`src/design/r5rd_pkg.sv`:
```
`default_nettype none

package r5rd_pkg;

    // Fixed field widths
    localparam int DISK_IDX_W = 4;
    localparam int BLOCK_IDX_W = 10;
    localparam int WORD_W = 32;
    localparam int LBLOCK_W = 14;
    localparam int STATUS_W = 2;

    // Configuration register widths
    localparam int CFG_IDX_W = 2;
    localparam int CFG_DATA_W = 16;
    localparam int NDISK_W = 5;
    localparam int STRIPE_W = 11;
    localparam int MASK_W = 16;
    localparam int BPD_W = 11;

    // Internal arithmetic widths
    localparam int DIV_W = 16;
    localparam int PG_W = 16;
    localparam int TOT_W = 27;

    // Opcodes
    localparam logic OP_LOAD = 1'b0;
    localparam logic OP_QUERY = 1'b1;

    // Register indexes
    localparam logic [CFG_IDX_W-1:0] CFG_DISK_COUNT = 2'd0;
    localparam logic [CFG_IDX_W-1:0] CFG_STRIPE_WORDS = 2'd1;
    localparam logic [CFG_IDX_W-1:0] CFG_PRESENT_MASK = 2'd2;
    localparam logic [CFG_IDX_W-1:0] CFG_BLOCKS_PER_DISK = 2'd3;

    // Result status codes
    localparam logic [STATUS_W-1:0] STAT_DIRECT = 2'd0;
    localparam logic [STATUS_W-1:0] STAT_REBUILT = 2'd1;
    localparam logic [STATUS_W-1:0] STAT_UNAVAIL = 2'd2;
    localparam logic [STATUS_W-1:0] STAT_RANGE = 2'd3;

    typedef struct packed {
        logic                   opcode;
        logic [DISK_IDX_W-1:0]  disk_index;
        logic [BLOCK_IDX_W-1:0] block_index;
        logic [WORD_W-1:0]      load_word;
        logic [LBLOCK_W-1:0]    logical_block;
    } t_item;

    typedef struct packed {
        logic [WORD_W-1:0]   read_word;
        logic [STATUS_W-1:0] status;
    } t_result;

    typedef struct packed {
        logic             start;
        logic [DIV_W-1:0] dividend;
        logic [DIV_W-1:0] divisor;
    } t_div_req;

    typedef struct packed {
        logic             done;
        logic [DIV_W-1:0] quotient;
        logic [DIV_W-1:0] remainder;
    } t_div_rsp;

    typedef enum logic [3:0] {
        ST_IDLE,
        ST_DIV_GRP,
        ST_MUL_PG,
        ST_MUL_TOT,
        ST_CMP,
        ST_DIV_G,
        ST_DIV_GN,
        ST_DIV_RS,
        ST_MAP,
        ST_LOOKUP,
        ST_RD_WAIT,
        ST_SWEEP,
        ST_DRAIN
    } t_state;

endpackage

`default_nettype wire

```
`src/design/r5rd_divider.sv`:
```
`default_nettype none

// Restoring radix-2 divider, one quotient bit per cycle.
module r5rd_divider import r5rd_pkg::*; (
    input  wire logic     i_clk,
    input  wire logic     i_rst_n,
    input  wire t_div_req i_req,
    output t_div_rsp      o_rsp
);

    localparam int CNT_W = $clog2(DIV_W + 1);

    logic             r_busy;
    logic             r_done;
    logic [CNT_W-1:0] r_cnt;
    logic [DIV_W-1:0] r_quo;
    logic [DIV_W-1:0] r_rem;
    logic [DIV_W-1:0] r_dvs;

    logic [DIV_W:0] shifted;
    logic [DIV_W:0] diff;
    logic           fits;

    assign shifted = {r_rem, r_quo[DIV_W-1]};
    assign diff = shifted - {1'b0, r_dvs};
    assign fits = shifted >= {1'b0, r_dvs};

    always_ff @(posedge i_clk) begin
        if (!i_rst_n) begin
            r_busy <= 1'b0;
            r_done <= 1'b0;
            r_cnt <= '0;
        end else begin
            r_done <= 1'b0;
            if (r_busy) begin
                r_cnt <= r_cnt - CNT_W'(1);
                if (r_cnt == CNT_W'(1)) begin
                    r_busy <= 1'b0;
                    r_done <= 1'b1;
                end
            end else if (i_req.start) begin
                r_busy <= 1'b1;
                r_cnt <= CNT_W'(DIV_W);
            end
        end
    end

    always_ff @(posedge i_clk) begin
        if (r_busy) begin
            r_rem <= fits ? diff[DIV_W-1:0] : shifted[DIV_W-1:0];
            r_quo <= {r_quo[DIV_W-2:0], fits};
        end else if (i_req.start) begin
            r_rem <= '0;
            r_quo <= i_req.dividend;
            r_dvs <= i_req.divisor;
        end
    end

    assign o_rsp.done = r_done;
    assign o_rsp.quotient = r_quo;
    assign o_rsp.remainder = r_rem;

endmodule

`default_nettype wire

```
`config.mk`:
```
export PLATFORM = sky130hd
export DESIGN_NAME = r5rd_divider
export DESIGN_NICKNAME = d
export VERILOG_FILES = /design/src/design/r5rd_pkg.sv /design/src/design/r5rd_divider.sv
export SDC_FILE = /design/constraint.sdc
export NUM_CORES = 1
export LEC_CHECK = 0
export BUFFER_PORTS_ARGS = -buffer_cell sky130_fd_sc_hd__buf_2
export CELL_PAD_IN_SITES_DETAIL_PLACEMENT = 1
export CELL_PAD_IN_SITES_GLOBAL_PLACEMENT = 2
export CORE_MARGIN = 4
export CORE_UTILIZATION = 35
export DETAILED_ROUTE_END_ITERATION = 10
export PLACE_DENSITY = 0.77
export SYNTH_ARGS = -nofsm -noshare
export SYNTH_HDL_FRONTEND = slang
export SYNTH_SLANG_ARGS = --single-unit
```
`constraint.sdc`:
```
create_clock -name i_clk -period 2.9 [get_ports i_clk]
set_clock_uncertainty 0.05 [all_clocks]
set_input_delay 0.58 -clock i_clk [delete_from_list [all_inputs] [get_ports i_clk]]
set_output_delay 0.58 -clock i_clk [all_outputs]
set_load 0.01 [all_outputs]
```
# Word-level counts from Yosys, hierarchy flattened
# Index checks and enable logic that the tools add are counted.
# W data, S select, Z words.
[op_classes] mux=11 n_eq_ne=1 n_reduce_logical=3 magnitude_cmp=1 addsub=2 n_bitwise=1
[ops] cell="$mux W16" count=5
[ops] cell="$ge A17 B16 Y1" count=1
[ops] cell="$sub A16 B16 Y16" count=1
[ops] cell="$mux W5" count=2
[ops] cell="$eq A5 B1 Y1 const B" count=1
[ops] cell="$sub A5 B1 Y5 const B" count=1
[ops] cell="$mux W1" count=4
[ops] cell="$reduce_and A2 Y1" count=2
[ops] cell="$reduce_bool A2 Y1" count=1
[ops] cell="$not A1 Y1" count=1
[totals] output_inout_bits=33 word_cells=25 ff_bits=55

# Longest topological paths before layout
# Gate-level depths: netlist (run 1).
[logic_depth] word_depth=3 mapped_depth=9

# Worst setup path before layout (run 1)
# Ideal clock, no wire load.
[synth_timing] path_type="register -> register" startpoint="register r_rem[13]" endpoint="register r_rem[6] (data pin)" arrival_time_ns=2.048 required_ns=2.578 stages_incl_launch_ff=9 path_buffers=1 path_slack_ns=0.531 setup_time_ns=0.272 synth_period_minus_slack_ns=2.369 cell_sequence="edfxtp_1 ha_1 a21o_1 a211o_1 a31oi_4 nand2_1 buf_2 o211ai_1 a21oi_1"
[synth_via] elab_chain_cells=3
[synth_lines] element="from (decl)" line_no="r5rd_divider.sv:17" rtl="logic [DIV_W-1:0] r_rem;"
[synth_lines] element="from (signal assigned)" line_no="r5rd_divider.sv:50" rtl="r_rem <= fits ? diff[DIV_W-1:0] : shifted[DIV_W-1:0];"
[synth_lines] element="$ge A17 B16 Y1" line_no="r5rd_divider.sv:26" rtl="assign fits = shifted >= {1'b0, r_dvs};"
[synth_lines] element="$mux W16" line_no="r5rd_divider.sv:50"
[synth_lines] element="$mux W16" line_no="r5rd_divider.sv:49" rtl="if (r_busy) begin"
# Every way passes these cells.
# A chain may end at the register's enable or synchronous reset.

# Worst setup path in the final report (run 1)
[layout_timing] startpoint="register r_rem[13]" endpoint="register r_rem[7] (data pin)"
# The elaborated chain is that of the path after synthesis.

==> metrics.md, run 1 <==
| Metric | Value |
|---|---|
| Die Wd | between 100 and 150 um |
| FP Rows | 34 |
| Root buffer cell | clkbuf_8 |
| Setup violations, final | 0 |
| Setup Fix Bufs, Post-CTS | 0 |
| Layout cells sized above 1 | approximately 29% |
| Synth area leaders | edfxtp_1 (45%), ha_1 (7.0%), mux2_2 (5.2%) |
| P_leak | 1.63 nW |
| First drt pass iteration count | 4 |
| # port buffers | 67 |
| Fraction of the yosys area taken by sequential cells | 49.1% |
| Skew-Pair Late Insertion Delay | 0.31 ns |
| R2R Path Start | r_rem[13] |
| Post-synth top area share | 44.8% |
| Setup_tns | 0 ns |
| Ys flop type | edfxtp_1 |
| Synth area leader | edfxtp_1 |
| Mapped Nets | 346 |
| Pre-CTS WS | 0.225 ns |
| Cts bufs inserted | 5 |
| Clock Path Buffers | 2 |
| Initial Util | 36.4% |
| Worst Path Arrival | 2.70 ns |
| Wirelength per Cell | 17.0 um |
| Period utilisation layout | 93.2% |
| Worst Hold Launch | i_req[11] |
| CTS tree | yes |
| Worst-margin pin slew | 0.690 ns |
| Global placer's final weighted congestion | 0.791 |
| Final Hold Viols | 0 |
| Number of clock sinks | 55 |
| Yosys reg bits | 55 |
| Max-cap violation count | 0 |
| Initial antenna violation count | 0 |
| Mapped Area | 0.00322 mm^2 |
| # DRC | 0 |
| Count of cell types in the netlist | 55 |
| Die area | 0.0108 mm^2 |
| Outcome | completed |
| Global-route wire length before repair | around 13 mm |
| CP endpoint kind | register |
| Die extent in y | 104 um |
| DRT Wirelength | 8.02 mm |
| Post-layout minimum cycle time | 2.70 ns |
| Relative slew margins | 53.9% |
| HPWL after DPL | 6.05 mm |
| Pwr/cell area | 619 mW/mm^2 |
| Pin count of the biggest net entering global routing | 33 |
| Area Overhead vs Synth | 18.0% |
| Worst-path clk slew | between 0.1 and 0.15 ns |
| Starting DRT DRC Count | 92 |
| VDD IR max | 0.272 mV |
| Pins over their slew limit | 0 |
| Syn Area/Cell | 11.0 um^2 |
| Antenna viol nets, final | 0 |
| IO Pins | a little under 70 |
| DR vias/cell | 5.25 |
| Final core utilization | 43.0% |
| CP Launch Point | r_rem[13] |
| Gr usage total | 15.0% |
| Via count | 2473 |
| Crit start category | register |
| Core area | a little under 0.009 mm^2 |
| YS warnings | 0 |
| Min-Delay Path Class | input pin to register |
| Max Clk Rate | 370 MHz |
| Total gr overflow | 0 |
| Nets@finish | 416 |
| Final worst slack | 0.196 ns |
| Antenna cells | 0 |
| Ys async rst share | 0% |
| WS Path Type | register to register |
| EDFF count, synth | 48 |
| Vias in the first global route | 2618 |
| Unrepaired setup endpoints after global routing | no |
| Required time worst endpoint | ~2.9 ns |
| Cell count after synthesis | 292 |
| H-tree levels | 2 |
| Reg2reg setup slack | 0.20 ns |
| Fillers | 1043 |
| Maximum fanout along the worst path | 7 |
-- logic make-up after synthesis --
group           share of synthesized area [%]
compound gates                           17.1
xor+xnor                                 2.18
fa+ha+maj                                7.61
buf+inv                                  4.58
flops                                    49.1
mux                                      6.18
simple gates                             13.2
-- final cells by class --
type	count	area (um^2)	share of cell area, %
Sequential cell	55	1580	41.6
Inverter	26	97.6	2.57
Multi-Input combinational cell	202	1500	39.4
Clock buffer	5	68.8	1.81
Timing Repair Buffer	72	373	9.81
Clock inverter	3	47.5	1.25
Tap cell	108	135	3.55
-- cell usage after synthesis, types with 6 or more instances --
master and n:
ha_1 18, dfxtp_1 7, inv_1 26, edfxtp_1 48, mux2_2 15, nand3_1 13
nand2_1 15, xor2_1 6, a21oi_1 19, nor3_1 7, o21ai_0 12, nor2_1 16
-- per-stage QoR --
stage	instance area (um^2)	total power, W	hold slack (ns)	instances
floorplan	3220	0.00159	0.464	292
global placement	3680	0.00182	0.496	463
detailed placement	3680	0.00183	0.506	463
CTS	3790	0.00239	0.370	471
global route	3800	0.00251	0.364	471
finish	3800	0.00235	0.383	471
-- timing repair --
action | CTS | global route
resized for setup | 0 | 1
endpoints found under the setup margin | 0 | 1
hold buffers | 0 | 0
-- layer usage --
layer | global-route usage, % | routed length, um | share of wire [%]
met1 | 20.0 | 3830 | 48
met2 | 25.0 | 3780 | 47
met3 | 3.23 | 323 | 4.0
met4 | 3.32 | 89 | 1.1
met5 | 0 | 0 | 0
-- registers in the layout (all words and copies together) (netlist names) --
name	count
r_cnt	5
r_dvs	16
r_rem	16
r_quo	16
r_busy	1
r_done	1
-- critical path: stages, from the launching register on --
cell,delay (ns)
edfxtp_1,0.44
ha_1,0.41
a21o_1,0.22
a211o_1,0.33
a31oi_4,0.23
nand2_1,0.23
buf_4,0.24
nor3_1,0.19
a211oi_1,0.09
-- cells in the final DEF (no fill, tap or decap), drive strengths merged, types with 6 or more instances in the layout --
| master | count |
|---|---|
| a21oi | 20 |
| buf | 72 |
| dfxtp | 7 |
| edfxtp | 48 |
| ha | 18 |
| inv | 27 |
| mux2 | 15 |
| nand2 | 16 |
| nand3 | 13 |
| nor2 | 16 |
| nor3 | 7 |
| o21a | 6 |
| o21ai | 18 |
| xor2 | 6 |
-- where the power goes --
group / leakage (nW) / switching [W] / internal [W]
Clock: 0.0587 / 0.000285 / 0.000263
Sequential: 0.543 / 0.0000624 / 0.000971
Combinational: 1.02 / 0.000451 / 0.000321
-- final timing paths --
| check | cells after the start | end |
|---|---|---|
| worst max-delay path | 8 | r_rem[7] |
| worst min-delay path | 1 | r_dvs[11] |
| worst min register to register | 1 | r_cnt[4] |
| worst max register to register | 8 | r_rem[7] |
No activity file was read; power rests on OpenSTA's default activity.
==> inputs of run 2 (changes only) <==
REMOVE_ABC_BUFFERS = 1   (was not set)
==> metrics.md, run 2 (same netlist as run 1, synthesis figures left out) <==
| Metric | Value |
|---|---|
| Worst Path Arrival | 2.76 ns |
| Most frequent cells in the layout | buf_2 (67), edfxtp_1 (48), inv_1 (26), a21oi_1 (19), ha_1 (18) |
| Die Wd | 104 um |
| Final worst slack | approximately 0.21 ns |
| Initial antenna violation count | 0 |
| Wirelength per Cell | 17.7 um |
| Pin count of the biggest net entering global routing | 33 |
| Via count | 2491 |
| FP Rows | 34 |
| CP endpoint kind | register |
| Slowest cell on the critical path | edfxtp_1 |
| Nets@finish | 417 |
| DRT Wirelength | 8.37 mm |
| CP cell instances | ha_1 -> a21o_1 -> a211o_1 -> a31oi_4 -> and2_4 -> nand2_2 -> a211oi_1 |
| Max Clk Rate | 371 MHz |
| Period utilisation layout | 92.9% |
| Pre-CTS WS | 0.130 ns |
| P_leak | about 1.6 nW |
| HPWL after DPL | 6.32 mm |
| Outcome | completed |
| Final Hold Viols | 0 |
| Global-route wire length before repair | 13.9 mm |
| # port buffers | 67 |
| Initial Util | 36.4% |
| Final std cells w/o fill | 472 |
| Die extent in y | 104 um |
| Final core utilization | 42.7% |
| CTS tree | yes |
| Worst-path clk slew | 0.11 ns |
| Setup Fix Bufs, Post-CTS | 0 |
| IO Pins | 68 |
| Clock Path Buffers | 2 |
| Max-cap violation count | 0 |
| Min-Delay Path Class | input pin to register |
| First drt pass iteration count | 4 |
| Fillers | 1024 |
| Cts bufs inserted | 5 |
| Worst Hold Launch | i_req[10] |
| VDD IR max | 0.270 mV |
| Setup violations, final | 0 |
| Area Overhead vs Synth | 17.3% |
| Antenna cells | 0 |
| Antenna viol nets, final | 0 |
| Relative slew margins | between 60% and 70% |
| Commonest non-fill, non-tap cell in the layout | buf_2 |
| Pwr/cell area | 601 mW/mm^2 |
| Crit start category | register |
| Post-layout minimum cycle time | 2.69 ns |
| Unrepaired setup endpoints after global routing | no |
| Dpl cells | 464 |
| Starting DRT DRC Count | slightly below 100 |
| WS Path Type | register to register |
| Gr usage total | 15.6% |
| Root buffer cell | clkbuf_8 |
| CP Buf/Inv Count | 0 |
| Required time worst endpoint | a little under 3 ns |
| Skew-Pair Late Insertion Delay | 0.32 ns |
| DR vias/cell | 5.28 |
| Worst-margin pin slew | 0.591 ns |
| Maximum fanout along the worst path | 10 |
| CP Launch Point | r_rem[13] |
| Pins over their slew limit | 0 |
| Number of clock sinks | 55 |
| Top flop regs | r_dvs x16, r_quo x16, r_rem x16 |
| Max incr delay on CP | roughly 0.44 ns |
| Vias in the first global route | 2682 |
| Setup_tns | 0 ns |
| Layout cells sized above 1 | 29.7% |
| R2R Path Start | r_rem[13] |
| Global placer's final weighted congestion | 0.794 |
| H-tree levels | 2 |
| Die area | 0.0108 mm^2 |
| Core area | 0.00885 mm^2 |
| # DRC | 0 |
| Total gr overflow | 0 |
| Top delay family on crit path | compound AO/OA/AOI/OAI gates |
==> run 2: worst paths after layout <==
| path | end | slack (ns) | cells past startpoint |
|---|---|---|---|
| max | r_rem[1] | 0.21 | 7 |
| min | r_dvs[10] | 0.38 | 1 |
| max reg2reg | r_rem[1] | 0.21 | 7 |
| min reg2reg | r_quo[15] | 0.54 | 1 |
==> run 2: area by class of cell <==
type	instances	area [um^2]	area share, %
Multi-Input combinational cell	202	1490	39.5
Tap cell	108	135	3.58
Timing Repair Buffer	73	380	10.1
Inverter	26	97.6	2.58
Sequential cell	55	1580	41.9
Clock buffer	6	72.6	1.92
Clock inverter	2	17.5	0.464
==> run 2: through the flow <==
step | cell area (um^2) | hold slack (ns) | total power, W
final | 3780 | 0.378 | 0.00227
after global routing | 3780 | 0.358 | 0.00243
after CTS | 3780 | 0.367 | 0.00230
after detailed placement | 3690 | 0.507 | 0.00183
after global placement | 3690 | 0.493 | 0.00182
after floorplan | 3170 | 0.464 | 0.00157
==> run 2: report_power, final <==
group | internal, W | switching, W
Clock | 0.000177 | 0.000287
Combinational | 0.000318 | 0.000457
Sequential | 0.000971 | 0.0000620
==> run 2: what timing repair did <==
| item | 4_1_cts | 5_1_grt |
|---|---|---|
| endpoints found under the hold margin | 0 | 0 |
| resized for setup | 0 | 1 |
| hold buffers | 0 | 0 |
| endpoints found under the setup margin | 0 | 4 |
==> run 2: per-layer routing <==
layer,vias up,wire length [um],GRT usage [%]
met5,-,0,0
met4,0,42,2.56
met3,5,528,4.72
met2,62,3670,24.7
met1,1202,4120,21.6
li1,1222,-,-
